**src/rtl/iss_pkg.sv**
```systemverilog
// Shared types, codes and sizing constants for the inspect-and-sort sequencer.
// No dependencies; every other file in rtl/ imports this package.
`default_nettype none

package iss_pkg;

    // Verdict store depth and derived widths
    localparam int MAX_CHIPS = 4;
    localparam int CNT_W     = $clog2(MAX_CHIPS + 1);
    localparam int IDX_W     = (MAX_CHIPS > 1) ? $clog2(MAX_CHIPS) : 1;

    // Fixed field widths
    localparam int CMD_W     = 3;
    localparam int SLOT_W    = 8;
    localparam int DIST_W    = 15;
    localparam int MM_W      = 12;
    localparam int CPC_W     = 3;
    localparam int CFG_W     = 12;
    localparam int CFG_IDX_W = 2;

    localparam logic [DIST_W-1:0] DIST_MAX = {DIST_W{1'b1}};

    // Configuration register indexes
    localparam logic [CFG_IDX_W-1:0] CFG_CHIPS   = 2'd0;
    localparam logic [CFG_IDX_W-1:0] CFG_SPACING = 2'd1;
    localparam logic [CFG_IDX_W-1:0] CFG_BRIDGE  = 2'd2;

    // Configuration reset values
    localparam logic [CPC_W-1:0] CHIPS_RST   = 3'd4;
    localparam logic [MM_W-1:0]  SPACING_RST = 12'd20;
    localparam logic [MM_W-1:0]  BRIDGE_RST  = 12'd50;

    typedef enum logic [CMD_W-1:0] {
        CMD_RESET     = 3'd0,
        CMD_RESULT    = 3'd1,
        CMD_FWD_DONE  = 3'd2,
        CMD_BACK_DONE = 3'd3,
        CMD_INTERRUPT = 3'd4,
        CMD_SORT_DONE = 3'd5
    } t_cmd;

    typedef enum logic [2:0] {
        ACT_NONE = 3'd0,
        ACT_FWD  = 3'd1,
        ACT_BACK = 3'd2,
        ACT_SORT = 3'd3,
        ACT_DONE = 3'd4
    } t_action;

    typedef enum logic [2:0] {
        PH_IDLE    = 3'd0,
        PH_INSPECT = 3'd1,
        PH_TO_SORT = 3'd2,
        PH_SORTING = 3'd3,
        PH_NEXT    = 3'd4,
        PH_RETURN  = 3'd5,
        PH_DONE    = 3'd6,
        PH_ERROR   = 3'd7
    } t_phase;

    // Effective (clamped) configuration seen by the sequencer
    typedef struct packed {
        logic [CNT_W-1:0]  chips;
        logic [MM_W-1:0]   spacing;
        logic [MM_W-1:0]   bridge;
        logic [DIST_W-1:0] ret_dist;
    } t_cfg_eff;

    // One input word as held in the input register
    typedef struct packed {
        logic [CMD_W-1:0]  command;
        logic [SLOT_W-1:0] slot;
        logic              good;
        logic              ok;
    } t_event;

    // One stored inspection verdict
    typedef struct packed {
        logic [SLOT_W-1:0] slot;
        logic              good;
    } t_verdict;

    // One result word
    typedef struct packed {
        t_action           action;
        logic [DIST_W-1:0] move_mm;
        logic [SLOT_W-1:0] slot;
        logic              good;
        logic              accepted;
        t_phase            phase;
    } t_result;

endpackage

`default_nettype wire

```
**src/rtl/iss_cfg_regs.sv**
```systemverilog
// Configuration registers and the clamped values derived from them.
// Depends on iss_pkg.
`default_nettype none

module iss_cfg_regs (
    input  wire logic                          i_clk,
    input  wire logic                          i_rst_n,
    input  wire logic                          i_cfg_we,
    input  wire logic [iss_pkg::CFG_IDX_W-1:0] i_cfg_index,
    input  wire logic [iss_pkg::CFG_W-1:0]     i_cfg_data,
    output iss_pkg::t_cfg_eff                  o_cfg
);
    import iss_pkg::*;

    localparam int SUM_W = MM_W + CNT_W + 2;

    logic [CPC_W-1:0] r_chips;
    logic [MM_W-1:0]  r_spacing;
    logic [MM_W-1:0]  r_bridge;

    logic [CNT_W-1:0] chips_eff;
    logic [MM_W-1:0]  spacing_eff;
    logic [MM_W-1:0]  bridge_eff;
    logic [CNT_W-1:0] chips_m1;
    logic [SUM_W-1:0] ret_sum;

    always_ff @(posedge i_clk) begin
        if (!i_rst_n) begin
            r_chips   <= CHIPS_RST;
            r_spacing <= SPACING_RST;
            r_bridge  <= BRIDGE_RST;
        end else if (i_cfg_we) begin
            if (i_cfg_index == CFG_CHIPS) begin
                r_chips <= i_cfg_data[CPC_W-1:0];
            end
            if (i_cfg_index == CFG_SPACING) begin
                r_spacing <= i_cfg_data[MM_W-1:0];
            end
            if (i_cfg_index == CFG_BRIDGE) begin
                r_bridge <= i_cfg_data[MM_W-1:0];
            end
        end
    end

    // zero acts as one; chip count above the store depth acts as the depth
    always_comb begin
        if (r_chips == '0) begin
            chips_eff = CNT_W'(1);
        end else if (int'(r_chips) > MAX_CHIPS) begin
            chips_eff = CNT_W'(MAX_CHIPS);
        end else begin
            chips_eff = CNT_W'(r_chips);
        end
    end

    assign spacing_eff = (r_spacing == '0) ? MM_W'(1) : r_spacing;
    assign bridge_eff  = (r_bridge == '0) ? MM_W'(1) : r_bridge;
    assign chips_m1    = chips_eff - CNT_W'(1);

    // return move: 2*(n-1)*spacing + bridge, saturated
    assign ret_sum = SUM_W'({chips_m1, 1'b0}) * SUM_W'(spacing_eff) + SUM_W'(bridge_eff);

    assign o_cfg.chips    = chips_eff;
    assign o_cfg.spacing  = spacing_eff;
    assign o_cfg.bridge   = bridge_eff;
    assign o_cfg.ret_dist = (ret_sum > SUM_W'(DIST_MAX)) ? DIST_MAX : ret_sum[DIST_W-1:0];

endmodule

`default_nettype wire

```
**src/rtl/iss_seq_core.sv**
```systemverilog
// Sequencer state, verdict store and next-result logic for one event word.
// Depends on iss_pkg.
`default_nettype none

module iss_seq_core (
    input  wire logic              i_clk,
    input  wire logic              i_rst_n,
    input  wire logic              i_valid,
    input  wire iss_pkg::t_event   i_event,
    input  wire iss_pkg::t_cfg_eff i_cfg,
    output iss_pkg::t_result       o_result
);
    import iss_pkg::*;

    t_phase           r_phase, n_phase;
    logic [CNT_W-1:0] r_count, n_count;
    logic [CNT_W-1:0] r_pos,   n_pos;
    t_verdict         r_store [MAX_CHIPS];

    logic             store_we;
    logic [IDX_W-1:0] store_idx;
    t_verdict         rd_verdict;
    logic [CNT_W-1:0] cnt_cur;
    logic [CNT_W-1:0] pos_inc;
    t_phase           ph_cur;
    t_result          res;

    assign rd_verdict = r_store[r_pos[IDX_W-1:0]];
    assign pos_inc    = r_pos + CNT_W'(1);

    always_comb begin
        n_phase   = r_phase;
        n_count   = r_count;
        n_pos     = r_pos;
        store_we  = 1'b0;
        store_idx = r_count[IDX_W-1:0];
        ph_cur    = r_phase;
        cnt_cur   = r_count;
        res       = '0;
        res.action = ACT_NONE;

        if (i_valid) begin
            unique case (t_cmd'(i_event.command))
                CMD_RESET: begin
                    n_count = '0;
                    n_pos   = '0;
                    n_phase = PH_INSPECT;
                end
                CMD_RESULT: begin
                    // a result after idle, complete or error starts a new cycle
                    if (r_phase == PH_IDLE || r_phase == PH_DONE || r_phase == PH_ERROR) begin
                        ph_cur  = PH_INSPECT;
                        cnt_cur = '0;
                        n_pos   = '0;
                    end
                    n_count = cnt_cur;
                    if (ph_cur == PH_INSPECT && int'(cnt_cur) < MAX_CHIPS) begin
                        store_we     = 1'b1;
                        store_idx    = cnt_cur[IDX_W-1:0];
                        n_count      = cnt_cur + CNT_W'(1);
                        res.accepted = 1'b1;
                        if (n_count >= i_cfg.chips) begin
                            n_pos       = '0;
                            res.action  = ACT_FWD;
                            res.move_mm = DIST_W'(i_cfg.bridge);
                            ph_cur      = PH_TO_SORT;
                        end
                    end
                    n_phase = ph_cur;
                end
                CMD_FWD_DONE: begin
                    if (r_phase == PH_TO_SORT || r_phase == PH_NEXT) begin
                        if (r_pos >= r_count) begin
                            n_phase = PH_ERROR;
                        end else begin
                            res.action = ACT_SORT;
                            res.slot   = rd_verdict.slot;
                            res.good   = rd_verdict.good;
                            n_phase    = PH_SORTING;
                        end
                    end
                end
                CMD_BACK_DONE: begin
                    if (r_phase == PH_RETURN) begin
                        res.action = ACT_DONE;
                        n_phase    = PH_DONE;
                    end
                end
                CMD_INTERRUPT: begin
                    n_phase = PH_ERROR;
                end
                CMD_SORT_DONE: begin
                    if (r_phase == PH_SORTING) begin
                        if (!i_event.ok) begin
                            n_phase = PH_ERROR;
                        end else begin
                            n_pos = pos_inc;
                            if (pos_inc < r_count) begin
                                res.action  = ACT_FWD;
                                res.move_mm = DIST_W'(i_cfg.spacing);
                                n_phase     = PH_NEXT;
                            end else begin
                                res.action  = ACT_BACK;
                                res.move_mm = i_cfg.ret_dist;
                                n_phase     = PH_RETURN;
                            end
                        end
                    end
                end
                default: begin
                end
            endcase
        end
        res.phase = n_phase;
    end

    assign o_result = res;

    always_ff @(posedge i_clk) begin
        if (!i_rst_n) begin
            r_phase <= PH_IDLE;
            r_count <= '0;
            r_pos   <= '0;
        end else begin
            r_phase <= n_phase;
            r_count <= n_count;
            r_pos   <= n_pos;
        end
    end

    // verdict store: no reset, entries are read only after being written
    always_ff @(posedge i_clk) begin
        if (store_we) begin
            r_store[store_idx] <= {i_event.slot, i_event.good};
        end
    end

endmodule

`default_nettype wire

```
**src/rtl/inspect_and_sort_sequencer_unit.sv**
```systemverilog
// Inspect-and-sort sequencer top level: input register, sequencer core, result register.
// A taken word passes the input register, the core and the result register to o_valid.
// Throughput: one word per cycle unless busy; one pass of logic between registers.
// Reset (i_rst_n low, synchronous): phase idle, counts cleared, config to 4/20/50,
// o_busy high until the first edge after reset; the receiver cannot stall results.
// Depends on iss_pkg, iss_cfg_regs, iss_seq_core.
`default_nettype none

module inspect_and_sort_sequencer_unit (
    input  wire logic                          i_clk,
    input  wire logic                          i_rst_n,
    // command channel
    input  wire logic                          i_start,
    output logic                               o_busy,
    input  wire logic [iss_pkg::CMD_W-1:0]     i_command,
    input  wire logic [iss_pkg::SLOT_W-1:0]    i_slot_number,
    input  wire logic                          i_chip_good,
    input  wire logic                          i_action_ok,
    // result channel
    output logic                               o_valid,
    output logic [2:0]                         o_action,
    output logic [iss_pkg::DIST_W-1:0]         o_move_mm,
    output logic [iss_pkg::SLOT_W-1:0]         o_sort_slot,
    output logic                               o_sort_good,
    output logic                               o_accepted,
    output logic [2:0]                         o_phase,
    // configuration write port
    input  wire logic                          i_cfg_we,
    input  wire logic [iss_pkg::CFG_IDX_W-1:0] i_cfg_index,
    input  wire logic [iss_pkg::CFG_W-1:0]     i_cfg_data
);
    import iss_pkg::*;

    logic     r_busy;
    logic     r_in_valid;
    t_event   r_event;
    logic     r_out_valid;
    t_result  r_result;

    t_cfg_eff cfg;
    t_result  core_result;
    logic     take;

    // Busy only right after reset; otherwise a word is taken every cycle that i_start is high.
    assign take = i_start && !r_busy;

    always_ff @(posedge i_clk) begin
        if (!i_rst_n) begin
            r_busy <= 1'b1;
        end else begin
            r_busy <= 1'b0;
        end
    end

    // Input register: valid bit under reset, payload free-running on take.
    always_ff @(posedge i_clk) begin
        if (!i_rst_n) begin
            r_in_valid <= 1'b0;
        end else begin
            r_in_valid <= take;
        end
    end

    always_ff @(posedge i_clk) begin
        if (take) begin
            r_event <= {i_command, i_slot_number, i_chip_good, i_action_ok};
        end
    end

    iss_cfg_regs u_cfg (
        .i_clk       (i_clk),
        .i_rst_n     (i_rst_n),
        .i_cfg_we    (i_cfg_we),
        .i_cfg_index (i_cfg_index),
        .i_cfg_data  (i_cfg_data),
        .o_cfg       (cfg)
    );

    // Core updates sequencer state on the same edge that loads the result register,
    // so the next word in the input register already sees the new phase.
    iss_seq_core u_core (
        .i_clk    (i_clk),
        .i_rst_n  (i_rst_n),
        .i_valid  (r_in_valid),
        .i_event  (r_event),
        .i_cfg    (cfg),
        .o_result (core_result)
    );

    // Result register: one strobe per word, no backpressure.
    always_ff @(posedge i_clk) begin
        if (!i_rst_n) begin
            r_out_valid <= 1'b0;
        end else begin
            r_out_valid <= r_in_valid;
        end
    end

    always_ff @(posedge i_clk) begin
        if (r_in_valid) begin
            r_result <= core_result;
        end
    end

    assign o_busy      = r_busy;
    assign o_valid     = r_out_valid;
    assign o_action    = r_result.action;
    assign o_move_mm   = r_result.move_mm;
    assign o_sort_slot = r_result.slot;
    assign o_sort_good = r_result.good;
    assign o_accepted  = r_result.accepted;
    assign o_phase     = r_result.phase;

    // Every accepted word yields exactly one result once it has passed the input and result registers.
    a_one_result: assert property (@(posedge i_clk) disable iff (!i_rst_n)
        take |=> ##1 o_valid)
        else $error("accepted word produced no result strobe");

    // A sort action always leaves the sequencer in the sorting phase.
    a_sort_phase: assert property (@(posedge i_clk) disable iff (!i_rst_n)
        (o_valid && o_action == ACT_SORT) |-> (o_phase == PH_SORTING))
        else $error("sort action outside sorting phase");

    // An accepted verdict leaves the sequencer inspecting or heading to the sort area.
    a_accept_phase: assert property (@(posedge i_clk) disable iff (!i_rst_n)
        (o_valid && o_accepted) |-> (o_phase == PH_INSPECT || o_phase == PH_TO_SORT))
        else $error("verdict accepted in wrong phase");

    // Tray moves always carry a nonzero distance; other actions carry none.
    a_move_dist: assert property (@(posedge i_clk) disable iff (!i_rst_n)
        o_valid |-> ((o_action == ACT_FWD || o_action == ACT_BACK) == (o_move_mm != '0)))
        else $error("move distance inconsistent with action");

endmodule

`default_nettype wire
```
**config.mk**
```make
export PLATFORM = sky130hd
export DESIGN_NAME = inspect_and_sort_sequencer_unit
export DESIGN_NICKNAME = d
export VERILOG_FILES = /design/src/rtl/iss_pkg.sv /design/src/rtl/iss_cfg_regs.sv /design/src/rtl/iss_seq_core.sv /design/src/rtl/inspect_and_sort_sequencer_unit.sv
export SDC_FILE = /design/constraint.sdc
export NUM_CORES = 1
export LEC_CHECK = 0
export CAP_MARGIN = 20
export CORE_ASPECT_RATIO = 2
export CORE_MARGIN = 2
export CORE_UTILIZATION = 69
export CTS_CLUSTER_DIAMETER = 150
export DETAILED_ROUTE_END_ITERATION = 10
export DONT_BUFFER_PORTS = 1
export GPL_TIMING_DRIVEN = 0
export PLACE_DENSITY = 0.86
export SLEW_MARGIN = 20
export SYNTH_ARGS = -nofsm -noshare
export SYNTH_HDL_FRONTEND = slang
export SYNTH_SLANG_ARGS = --single-unit
```
**constraint.sdc**
```tcl
create_clock -name i_clk -period 8.9 [get_ports i_clk]
set_input_delay 1.78 -clock i_clk [delete_from_list [all_inputs] [get_ports i_clk]]
set_output_delay 1.78 -clock i_clk [all_outputs]
set_load 0.05 [all_outputs]
```
==> metrics.txt, run 1 <==
# TYPE chip_impl_metric gauge
chip_impl_info{name="status",value="completed"} 1
chip_impl_info{name="crit_path_end_kind",value="flip-flop"} 1
chip_impl_metric{name="placeableCoreArea",unit="µm²"} 9384
chip_impl_info{name="timing.hold.worst.class",value="reg -> reg"} 1
chip_impl_metric{name="dr_pass1_iterations",unit=""} 7
chip_impl_metric{name="grt_start_max_net_pins",unit=""} 29
chip_impl_metric{name="detailedRoute.firstIterationViolations",unit=""} 466
chip_impl_metric{name="combPwrFrac",unit=""} 0.119
chip_impl_metric{name="slew-limit-headroom",unit=""} 0.3587
chip_impl_metric{name="cellInternalPower",unit="µW"} 1052
chip_impl_metric{name="antenna_violating_nets_post_route",unit=""} 0
chip_impl_metric{name="antenna_found_initial",unit=""} 0
chip_impl_metric{name="fillCellCount",unit=""} 588
chip_impl_metric{name="syn_nets",unit=""} 742
chip_impl_metric{name="cts_inserted_buffers",unit=""} 17
chip_impl_metric{name="layout-drive-gt1-share",unit=""} 0.07914
chip_impl_metric{name="wirelength_met1",unit="µm"} 5496
chip_impl_info{name="worst_setup_path_start_kind",value="flip-flop"} 1
chip_impl_metric{name="synth_cell_type_count",unit=""} 62
chip_impl_metric{name="synth.top_cell.area_share",unit=""} 0.3600
chip_impl_metric{name="design_power_total",unit="µW"} 1436
chip_impl_metric{name="synth.yosys.warnings",unit=""} 0
chip_impl_metric{name="via_count_of_the_first_global_routing_pass",unit=""} 5524
chip_impl_metric{name="cts.repair.resized",unit=""} 0
chip_impl_metric{name="buffers_on_ports",unit=""} 0
chip_impl_metric{name="global_route_wire_length_before_repair",unit="µm"} 27580
chip_impl_metric{name="wl_met3",unit="µm"} 1093
chip_impl_metric{name="period_share",unit=""} 0.7210
chip_impl_metric{name="fin_skew",unit="ns"} 0.006806
chip_impl_metric{name="antenna_cells_inserted",unit=""} 0
chip_impl_metric{name="cts_htree_levels",unit=""} 4
chip_impl_info{name="synth_top_cell_by_area",value="edfxtp_1"} 1
chip_impl_metric{name="routed_wl",unit="µm"} 17660
chip_impl_metric{name="clkTransAtPathRegs",unit="ns"} 0.06
chip_impl_metric{name="post_cts_hold_buffer_count",unit=""} 0
chip_impl_metric{name="post-route-min-period",unit="ns"} 6.417
chip_impl_metric{name="ys_ff_latch",unit=""} 119
chip_impl_metric{name="p_sw",unit="µW"} 384.6
chip_impl_metric{name="setup-violations-final",unit=""} 0
chip_impl_info{name="critical_path.slowest_cell",value="fa_1"} 1
chip_impl_metric{name="finalHoldWorstSlack",unit="ns"} 0.5071
chip_impl_metric{name="post-dp-hpwl",unit="µm"} 12350
chip_impl_metric{name="syn-cell-area",unit="µm²"} 6674
chip_impl_metric{name="drc",unit=""} 0
chip_impl_metric{name="power_leakage",unit="µW"} 0.002790
chip_impl_metric{name="floorplan.die.width",unit="µm"} 73.54
chip_impl_metric{name="critical_path_arrival",unit="ns"} 6.61
chip_impl_metric{name="initial_cell_density_of_the_core",unit=""} 0.7112
chip_impl_metric{name="fmax",unit="MHz"} 155.8
chip_impl_metric{name="tns",unit="ns"} 0
chip_impl_info{name="synth.area.top_cells",value="edfxtp_1 36%, dfxtp_1 12%, ha_1 6.9%"} 1
chip_impl_metric{name="vias_per_cell",unit=""} 6.772
chip_impl_metric{name="power_density",unit="nW/µm²"} 194.3
chip_impl_metric{name="clkLatencyLatePin",unit="ns"} 0.41
chip_impl_metric{name="ys_async_sr_fraction",unit=""} 0
chip_impl_metric{name="met2_wirelength_from_detailed_routing",unit="µm"} 9319
chip_impl_metric{name="ctsLongestPathBuffers",unit=""} 2
chip_impl_metric{name="critical-path-max-stage-delay",unit="ns"} 0.50
chip_impl_metric{name="clock_power_share",unit=""} 0.446
chip_impl_metric{name="grt_usage",unit=""} 0.3573
chip_impl_metric{name="crit_path_max_fanout",unit=""} 10
chip_impl_info{name="criticalPathCategory",value="reg -> reg"} 1
chip_impl_metric{name="row_count",unit=""} 50
chip_impl_metric{name="rrSetupSlack",unit="ns"} 2.48
chip_impl_metric{name="hold_violations",unit=""} 0
chip_impl_metric{name="share_seq_of_total_power",unit=""} 0.436
chip_impl_metric{name="areaGrowthSynthToFinish",unit="%"} 10.78
chip_impl_metric{name="die-area",unit="µm²"} 10520
chip_impl_metric{name="layout.nets",unit=""} 763
chip_impl_metric{name="report.final.slew_viol_count",unit=""} 0
chip_impl_info{name="dr.max_layer_used",value="met4"} 1
chip_impl_metric{name="vias",unit=""} 5411
chip_impl_metric{name="yosysSeqAreaShare",unit=""} 0.4769
chip_impl_metric{name="power_switching_share",unit=""} 0.2677
chip_impl_metric{name="synth_enable_flop_cells",unit=""} 80
chip_impl_info{name="cts_root_buffer",value="clkbuf_16"} 1
chip_impl_metric{name="netlist_instances",unit=""} 662
chip_impl_metric{name="die_height",unit="µm"} 143.1
chip_impl_metric{name="cts.repair_timing.setup_buffer_count",unit=""} 0
chip_impl_metric{name="max-cap-violations",unit=""} 0
chip_impl_metric{name="syn_avg_cell_area",unit="µm²"} 10.08
chip_impl_metric{name="clock-sinks",unit=""} 119
chip_impl_metric{name="grt_ovf",unit=""} 0
chip_impl_metric{name="maximum_vdd_drop",unit="µV"} 227.9
chip_impl_metric{name="avgRoutedWirePerCell",unit="µm"} 22.10
chip_impl_metric{name="worst_ep_required_time",unit="ns"} 9.09
chip_impl_metric{name="io_pins",unit=""} 64
chip_impl_info{name="cts_tree",value="built"} 1
chip_impl_metric{name="worst-slew-pin-transition",unit="ns"} 0.9584
chip_impl_metric{name="final_core_utilization",unit=""} 0.7879
chip_impl_info{name="rsz0062_at_grt",value="false"} 1
chip_impl_metric{name="gp_congestion",unit=""} 0.9437
chip_impl_info{name="synth_ff_type",value="edfxtp_1"} 1
critical path, delay by kind of cell (launching register included):
kind | cells | cell delay, ns
AO/OA/AOI/OAI | 6 | 1.49
XOR/XNOR | 2 | 0.51
adder cells (fa/ha/maj) | 5 | 1.73
buffers and inverters | 6 | 1.13
flip-flops | 1 | 0.34
multiplexers | 1 | 0.19
AND/OR/NAND/NOR | 6 | 0.81
cell usage in the layout (no fill, tap or decap), drive strengths merged, types with 4 or more instances in the layout:
| cell | count |
|---|---|
| nand2b | 12 |
| a21o | 6 |
| clkinv | 5 |
| buf | 10 |
| inv | 42 |
| o21ai | 28 |
| mux4 | 9 |
| a22oi | 9 |
| and2 | 14 |
| a211oi | 6 |
| a21oi | 57 |
| ha | 37 |
| o21a | 5 |
| nand3 | 9 |
| edfxtp | 80 |
| nor2b | 18 |
| clkbuf | 48 |
| nand2 | 97 |
| dfxtp | 39 |
| nor3 | 12 |
| clkinvlp | 4 |
| fa | 12 |
| nor4 | 8 |
| xor2 | 6 |
| a31oi | 8 |
| nor2 | 42 |
| xnor2 | 15 |
Yosys cell counts (all sizes together) (12+ instances only):
cell type   n
nor2       42
nand2b     12
clkbuf     30
edfxtp     80
o21ai      28
a21oi      57
xnor2      15
fa         12
and2       14
nand2      97
ha         37
dfxtp      39
nor2b      18
nor3       12
inv        39
power groups by stage:
stage          clock network, µW  logic (µW)  registers (µW)
5_1_grt                      662         189             627
2_1_floorplan                  0         130             633
4_1_cts                      642         167             625
6_report                     640         170             626
3_3_place_gp                   0         157             638
3_5_place_dp                   0         164             637
cells by family after synthesis:
family | Yosys count | share of synthesized area
flip-flops | 119 | 0.4769
buffers and inverters | 77 | 0.04443
multiplexers | 13 | 0.03656
adder cells (fa/ha/maj) | 49 | 0.1054
XOR/XNOR | 21 | 0.02756
AO/OA/AOI/OAI | 152 | 0.1457
AND/OR/NAND/NOR | 231 | 0.1635
registers in the layout, summed over array words and instances, names as in the netlist, 3 cells and up:
signal,flops
u_cfg.r_spacing,12
u_core.r_pos,3
r_event,13
o_move_mm,15
u_cfg.r_chips,3
u_core.r_store,36
o_sort_slot,8
o_phase,3
u_cfg.r_bridge,12
o_action,3
u_core.r_count,3
u_core.r_phase,3
stage by stage:
step                cells  cell area (µm²)  setup WS [ns]
floorplan             662             6674          3.838
global placement      766             6804          2.865
detailed placement    768             6839          2.784
CTS                   799             7393          2.697
global route          799             7393          2.132
finish                799             7393          2.483
cell type report:
type                       count  area, µm²  share of cell area
buffer                        38      150.1             0.02031
multi-input combinational    466       3203              0.4332
tap                          104      130.1             0.01760
clock buffer                  18      429.2             0.05805
timing repair buffer           2      25.02            0.003385
inverter                      39      146.4             0.01980
clock inverter                13      125.1             0.01692
sequential                   119       3184              0.4307
layer usage:
| metal | track usage | up-vias |
|---|---|---|
| li1 | - | 2408 |
| met1 | 0.3397 | 2553 |
| met2 | 0.6128 | 327 |
| met3 | 0.08116 | 123 |
| met4 | 0.3110 | 0 |
| met5 | 0 | - |
worst paths after layout:
kind / startpoint / to / cells after the start
max: u_cfg.r_chips[2]$_SDFFE_PN1P_ / o_move_mm[1]$_DFFE_PP_ / 26
min: r_event[1]$_DFFE_PP_ / u_core.r_store[0][0]$_DFFE_PP_ / 0
max reg2reg: u_cfg.r_chips[2]$_SDFFE_PN1P_ / o_move_mm[1]$_DFFE_PP_ / 26
min reg2reg: r_event[1]$_DFFE_PP_ / u_core.r_store[0][0]$_DFFE_PP_ / 0
(Power assumes the default switching activity.)
==> run 2, diff against run 1 <==
- CORE_UTILIZATION: 69 -> 58
- PLACE_DENSITY: 0.86 -> 0.77
- clock period: 8.9 -> 5.3 ns (I/O delays scaled with it)
==> metrics.txt, run 2 (same netlist as run 1, synthesis figures left out) <==
# TYPE chip_impl_metric gauge
chip_impl_metric{name="clkTransAtPathRegs",unit="ns"} 0.06
chip_impl_metric{name="die_height",unit="µm"} 155.7
chip_impl_metric{name="period_share",unit=""} 1.009
chip_impl_metric{name="antenna_violating_nets_post_route",unit=""} 0
chip_impl_metric{name="postLayoutCellArea",unit="µm²"} 7915
chip_impl_metric{name="critical-path-max-stage-delay",unit="ns"} 0.53
chip_impl_metric{name="post-route-min-period",unit="ns"} 5.348
chip_impl_metric{name="fin_skew",unit="ns"} 0.009431
chip_impl_metric{name="dr_pass1_iterations",unit=""} 6
chip_impl_metric{name="grt_start_max_net_pins",unit=""} 29
chip_impl_metric{name="global_route_wire_length_before_repair",unit="µm"} 27590
chip_impl_metric{name="finalHoldWorstSlack",unit="ns"} 0.4958
chip_impl_metric{name="largest_register_ffs",unit=""} 36
chip_impl_metric{name="die-area",unit="µm²"} 12430
chip_impl_info{name="cts_root_buffer",value="clkbuf_16"} 1
chip_impl_metric{name="vias",unit=""} 5412
chip_impl_metric{name="antenna_cells_inserted",unit=""} 0
chip_impl_info{name="rsz0062_at_grt",value="true"} 1
chip_impl_metric{name="critical_path_arrival",unit="ns"} 5.49
chip_impl_metric{name="areaGrowthSynthToFinish",unit="%"} 18.60
chip_impl_metric{name="maximum_vdd_drop",unit="µV"} 299.2
chip_impl_metric{name="fmax",unit="MHz"} 187.0
chip_impl_metric{name="worst-slew-pin-transition",unit="ns"} 0.9365
chip_impl_metric{name="row_count",unit=""} 55
chip_impl_info{name="status",value="complete, but fails checks"} 1
chip_impl_metric{name="rr_worst_depth",unit=""} 25
chip_impl_metric{name="drc",unit=""} 0
chip_impl_metric{name="placeableCoreArea",unit="µm²"} 11290
chip_impl_metric{name="max-cap-violations",unit=""} 0
chip_impl_metric{name="worst_ep_required_time",unit="ns"} 5.44
chip_impl_metric{name="antenna_found_initial",unit=""} 0
chip_impl_metric{name="ctsLongestPathBuffers",unit=""} 2
chip_impl_info{name="criticalPathCategory",value="reg -> reg"} 1
chip_impl_info{name="final_cell_mix",value="93 x nand2_1, 80 x edfxtp_1, 51 x a21oi_1, 42 x nor2_1, 38 x inv_1"} 1
chip_impl_info{name="timing.hold.worst.class",value="reg -> reg"} 1
chip_impl_metric{name="floorplan.die.width",unit="µm"} 79.85
chip_impl_metric{name="slew-limit-headroom",unit=""} 0.3733
chip_impl_info{name="crit_path_end_kind",value="flip-flop"} 1
chip_impl_metric{name="timing.critical_path.depth",unit=""} 25
chip_impl_metric{name="grt_usage",unit=""} 0.2992
chip_impl_metric{name="gp_congestion",unit=""} 0.9794
chip_impl_metric{name="crit_path_max_fanout",unit=""} 7
chip_impl_metric{name="final_core_utilization",unit=""} 0.7013
chip_impl_metric{name="vias_per_cell",unit=""} 6.345
chip_impl_metric{name="clock-sinks",unit=""} 119
chip_impl_metric{name="layout.nets",unit=""} 778
chip_impl_info{name="registers.top_by_ff_count",value="u_core.r_store"} 1
chip_impl_info{name="critical_path.slowest_cell",value="fa_1"} 1
chip_impl_metric{name="worstHoldPathCells",unit=""} 0
chip_impl_metric{name="power_density",unit="nW/µm²"} 323.8
chip_impl_metric{name="avgRoutedWirePerCell",unit="µm"} 21.58
chip_impl_metric{name="worstPathBufferInverterCount",unit=""} 6
chip_impl_metric{name="detailedRoute.firstIterationViolations",unit=""} 438
chip_impl_metric{name="fillCellCount",unit=""} 802
chip_impl_metric{name="post_cts_hold_buffer_count",unit=""} 0
chip_impl_metric{name="hold_violations",unit=""} 0
chip_impl_info{name="failed_checks",value="negative setup slack"} 1
chip_impl_metric{name="layout-drive-gt1-share",unit=""} 0.1589
chip_impl_metric{name="clkLatencyLatePin",unit="ns"} 0.42
chip_impl_info{name="cts_tree",value="built"} 1
chip_impl_metric{name="io_pins",unit=""} 64
chip_impl_info{name="critical-path-top-delay-family",value="adder cells"} 1
chip_impl_metric{name="via_count_of_the_first_global_routing_pass",unit=""} 5467
chip_impl_metric{name="cts_inserted_buffers",unit=""} 17
chip_impl_metric{name="routed_wl",unit="µm"} 18410
chip_impl_metric{name="place_area",unit="µm²"} 6887
chip_impl_metric{name="cts_htree_levels",unit=""} 4
chip_impl_metric{name="buffers_on_ports",unit=""} 0
chip_impl_metric{name="worst_slack",unit="ns"} -0.04785
chip_impl_info{name="most_common_cell_after_layout_fill_and_taps_aside",value="nand2_1"} 1
chip_impl_metric{name="grt_ovf",unit=""} 0
chip_impl_metric{name="initial_cell_density_of_the_core",unit=""} 0.5914
chip_impl_metric{name="setup-violations-final",unit=""} 9
chip_impl_metric{name="post-dp-hpwl",unit="µm"} 13020
chip_impl_metric{name="report.final.slew_viol_count",unit=""} 0
chip_impl_info{name="worst_setup_path_start_kind",value="flip-flop"} 1
chip_impl_metric{name="power_leakage",unit="µW"} 0.002948
run 2: changes by cell type in the layout (fill, tap and decap cells not counted), moves of 5 or more:
cell / delta
a21oi_1: -6
buf_4: +15
clkbuf_1: -5
clkinv_4: +5
ha_1: -9
ha_4: +8
run 2: area by class of cell:
class                           instances  area (µm²)  area share
Tap cell                              142       177.7     0.02245
Buffer                                 37       165.2     0.02087
Clock buffer                           17       425.4     0.05375
Sequential cell                       119        3189      0.4029
Inverter                               39       151.4     0.01913
Multi-Input combinational cell        466        3488      0.4407
Clock inverter                         15       171.4     0.02166
Timing Repair Buffer                   18       146.4     0.01850
run 2: final timing paths:
| check | from | endpoint | slack [ns] |
|---|---|---|---|
| worst max-delay path | u_cfg.r_chips[0]$_SDFFE_PN0P_ | o_move_mm[11]$_DFFE_PP_ | -0.05 |
| worst min-delay path | r_event[1]$_DFFE_PP_ | u_core.r_store[3][0]$_DFFE_PP_ | 0.50 |
| worst max register to register | u_cfg.r_chips[0]$_SDFFE_PN0P_ | o_move_mm[11]$_DFFE_PP_ | -0.05 |
| worst min register to register | r_event[1]$_DFFE_PP_ | u_core.r_store[3][0]$_DFFE_PP_ | 0.50 |
run 2: power breakdown:
group / leakage [µW] / internal, µW / switching, µW
Sequential: 0.00106 / 1010 / 43.1
Combinational: 0.00160 / 153 / 207
Clock: 0.000292 / 702 / 449
run 2: metal layers:
metal / track usage / wire length [µm] / up-vias
met2: 0.5542 / 10060 / 275
met4: 0.2341 / 1733 / 0
met1: 0.2735 / 5724 / 2575
met5: 0 / 0 / -
met3: 0.05498 / 897 / 127
li1: - / - / 2435
run 2: through the flow:
step | worst slack (ns) | power, µW | std cells | TNS [ns]
2_1_floorplan | 0.2380 | 1281 | 662 | 0
3_3_place_gp | -0.8708 | 1338 | 804 | -12.02
3_5_place_dp | -0.9282 | 1347 | 806 | -12.20
4_1_cts | 0.002249 | 2524 | 846 | 0
5_1_grt | -0.09673 | 2641 | 853 | -0.9725
6_report | -0.04785 | 2563 | 853 | -0.2514
run 2: timing repair:
item	CTS	global route
setup endpoints to repair	15	15
buffers inserted	8	7
gates resized for setup	29	42
pin swaps	9	25
cloned	1	0
==> run 3, diff against run 2 <==
- SKIP_CTS_REPAIR_TIMING: default -> 1
==> metrics.txt, run 3 (same netlist as run 1, synthesis figures left out) <==
# TYPE chip_impl_metric gauge
chip_impl_info{name="r2r_end",value="o_move_mm[4]$_DFFE_PP_"} 1
chip_impl_metric{name="routed_wl",unit="µm"} 18090
chip_impl_info{name="cts_root_buffer",value="clkbuf_16"} 1
chip_impl_metric{name="fillCellCount",unit=""} 786
chip_impl_metric{name="global_route_wire_length_before_repair",unit="µm"} 26880
chip_impl_metric{name="worst_ep_required_time",unit="ns"} 5.55
chip_impl_metric{name="buffers_on_ports",unit=""} 0
chip_impl_info{name="crit_path_end_kind",value="flip-flop"} 1
chip_impl_info{name="crit-reg2reg-launch",value="u_cfg.r_chips[0]$_SDFFE_PN0P_"} 1
chip_impl_metric{name="final_core_utilization",unit=""} 0.7049
chip_impl_metric{name="gp_congestion",unit=""} 0.9794
chip_impl_metric{name="clock-sinks",unit=""} 119
chip_impl_metric{name="report.final.slew_viol_count",unit=""} 0
chip_impl_info{name="path_common_cell",value="buf_6"} 1
chip_impl_metric{name="maximum_vdd_drop",unit="µV"} 292.9
chip_impl_metric{name="fin_skew",unit="ns"} 0.005793
chip_impl_info{name="registers.top_by_ff_count",value="u_core.r_store"} 1
chip_impl_metric{name="slew-limit-headroom",unit=""} 0.3641
chip_impl_metric{name="grt_ovf",unit=""} 0
chip_impl_metric{name="clkTransAtPathRegs",unit="ns"} 0.06
chip_impl_metric{name="post-dp-hpwl",unit="µm"} 13020
chip_impl_info{name="path_cells",value="inv_2, a21oi_4, inv_2, buf_6, ha_4, xor2_4, buf_6, and2_1, fa_1, ha_2, o211ai_1, o21ai_1, xor2_1, ha_4, a21oi_4, o22ai_2, o41a_1, nand3_1, nor3_1, mux2i_1, buf_4, buf_6, a21oi_2, o21ai_1"} 1
chip_impl_metric{name="critical-path-max-stage-delay",unit="ns"} 0.50
chip_impl_info{name="worst_setup_path_start_kind",value="flip-flop"} 1
chip_impl_metric{name="setup-violations-final",unit=""} 0
chip_impl_metric{name="vias_per_cell",unit=""} 6.356
chip_impl_metric{name="critical_path_arrival",unit="ns"} 5.48
chip_impl_metric{name="dr_pass1_iterations",unit=""} 6
chip_impl_info{name="hp-start",value="r_event[1]$_DFFE_PP_"} 1
chip_impl_info{name="timing.hold.worst.class",value="reg -> reg"} 1
chip_impl_metric{name="placeableCoreArea",unit="µm²"} 11290
chip_impl_metric{name="hold_violations",unit=""} 0
chip_impl_metric{name="power_leakage",unit="µW"} 0.002941
chip_impl_info{name="grt.busiest_layer",value="met2"} 1
chip_impl_metric{name="antenna_found_initial",unit=""} 0
chip_impl_metric{name="post-route-min-period",unit="ns"} 5.230
chip_impl_info{name="criticalPathCategory",value="reg -> reg"} 1
chip_impl_metric{name="worstHoldPathCells",unit=""} 0
chip_impl_metric{name="rr_worst_depth",unit=""} 24
chip_impl_metric{name="vias",unit=""} 5409
chip_impl_metric{name="tns",unit="ns"} 0
chip_impl_metric{name="detailedRoute.firstIterationViolations",unit=""} 437
chip_impl_metric{name="via_count_of_the_first_global_routing_pass",unit=""} 5340
chip_impl_metric{name="antenna_cells_inserted",unit=""} 0
chip_impl_metric{name="finalHoldWorstSlack",unit="ns"} 0.4939
chip_impl_metric{name="ctsLongestPathBuffers",unit=""} 2
chip_impl_metric{name="layout-drive-gt1-share",unit=""} 0.1721
chip_impl_metric{name="areaGrowthSynthToFinish",unit="%"} 19.20
chip_impl_metric{name="cts_inserted_buffers",unit=""} 17
chip_impl_metric{name="worst-slew-pin-transition",unit="ns"} 0.9503
chip_impl_metric{name="floorplan.die.width",unit="µm"} 79.85
chip_impl_info{name="cts_tree",value="built"} 1
chip_impl_metric{name="rrSetupSlack",unit="ns"} 0.07
chip_impl_metric{name="clkLatencyLatePin",unit="ns"} 0.42
chip_impl_info{name="hold_end",value="u_core.r_store[2][0]$_DFFE_PP_"} 1
chip_impl_metric{name="grt_util_met3",unit=""} 0.05382
chip_impl_metric{name="crit_path_max_fanout",unit=""} 8
chip_impl_metric{name="final_cells",unit=""} 851
chip_impl_info{name="critical_path.slowest_cell",value="fa_1"} 1
chip_impl_metric{name="grt_start_max_net_pins",unit=""} 29
chip_impl_metric{name="die-area",unit="µm²"} 12430
chip_impl_metric{name="placed_cells_incl_taps",unit=""} 806
chip_impl_metric{name="die_height",unit="µm"} 155.7
chip_impl_metric{name="design_power_total",unit="µW"} 2565
chip_impl_metric{name="grt_use_met1",unit=""} 0.2686
chip_impl_metric{name="initial_cell_density_of_the_core",unit=""} 0.5914
chip_impl_metric{name="fmax",unit="MHz"} 191.2
chip_impl_metric{name="global_route_met2_usage",unit=""} 0.5338
chip_impl_metric{name="io_pins",unit=""} 64
chip_impl_metric{name="max-cap-violations",unit=""} 0
chip_impl_info{name="final_cell_mix",value="92 x nand2_1, 80 x edfxtp_1, 46 x a21oi_1, 42 x nor2_1, 37 x dfxtp_1"} 1
chip_impl_metric{name="drc",unit=""} 0
chip_impl_metric{name="row_count",unit=""} 55
chip_impl_metric{name="antenna_violating_nets_post_route",unit=""} 0
chip_impl_metric{name="largest_register_ffs",unit=""} 36
chip_impl_metric{name="layout.nets",unit=""} 776
chip_impl_info{name="status",value="completed"} 1
chip_impl_metric{name="avgRoutedWirePerCell",unit="µm"} 21.25
chip_impl_metric{name="period_share",unit=""} 0.9868
chip_impl_metric{name="cts_htree_levels",unit=""} 4
chip_impl_info{name="most_common_cell_after_layout_fill_and_taps_aside",value="nand2_1"} 1
chip_impl_metric{name="grt_usage",unit=""} 0.2921
chip_impl_metric{name="power_density",unit="nW/µm²"} 322.5
[run 3: cell type report]
class                      count  area, µm²  area share
buffer                        38      180.2     0.02265
clock buffer                  17      425.4     0.05348
clock inverter                15      171.4     0.02155
inverter                      39      146.4     0.01840
multi-input combinational    466       3542      0.4453
sequential                   119       3186      0.4004
tap                          142      177.7     0.02233
timing repair buffer          15      126.4     0.01589
[run 3: layer usage]
layer | vias to the layer above | wire [µm]
li1 | 2434 | -
met1 | 2566 | 5506
met2 | 280 | 9868
met3 | 129 | 963
met4 | 0 | 1749
met5 | - | 0
[run 3: how the worst max path moves through the flow]
| stage | startpoint | to | cells past startpoint |
|---|---|---|---|
| floorplan | u_cfg.r_chips[0]$_SDFFE_PN0P_ | o_move_mm[6]$_DFFE_PP_ | 27 |
| global placement | u_cfg.r_chips[0]$_SDFFE_PN0P_ | o_move_mm[2]$_DFFE_PP_ | 26 |
| detailed placement | u_cfg.r_chips[0]$_SDFFE_PN0P_ | o_move_mm[1]$_DFFE_PP_ | 26 |
| CTS | u_cfg.r_chips[0]$_SDFFE_PN0P_ | o_move_mm[1]$_DFFE_PP_ | 26 |
| global route | u_cfg.r_chips[0]$_SDFFE_PN0P_ | o_move_mm[2]$_DFFE_PP_ | 22 |
| finish | u_cfg.r_chips[0]$_SDFFE_PN0P_ | o_move_mm[4]$_DFFE_PP_ | 24 |
[run 3: power breakdown]
group | leakage [µW] | internal [µW] | switching [µW] | total (µW)
registers | 0.00106 | 1010 | 43.1 | 1050
logic | 0.00159 | 152 | 210 | 363
clock network | 0.000292 | 702 | 448 | 1150
[run 3: metrics by stage]
step | instance area (µm²) | setup WS, ns
finish | 7955 | 0.07015
CTS | 7483 | -0.9595
global route | 7955 | -0.1078
floorplan | 6674 | 0.2380
global placement | 6852 | -0.8708
detailed placement | 6887 | -0.9282
[run 3: worst max-delay path: cells and delay by family (launching register included)]
kind | cells | cell delay [ns]
compound gates | 8 | 1.63
mux | 1 | 0.16
buf+inv | 6 | 0.73
simple gates | 3 | 0.33
flops | 1 | 0.32
fa+ha+maj | 4 | 1.36
xor+xnor | 2 | 0.50
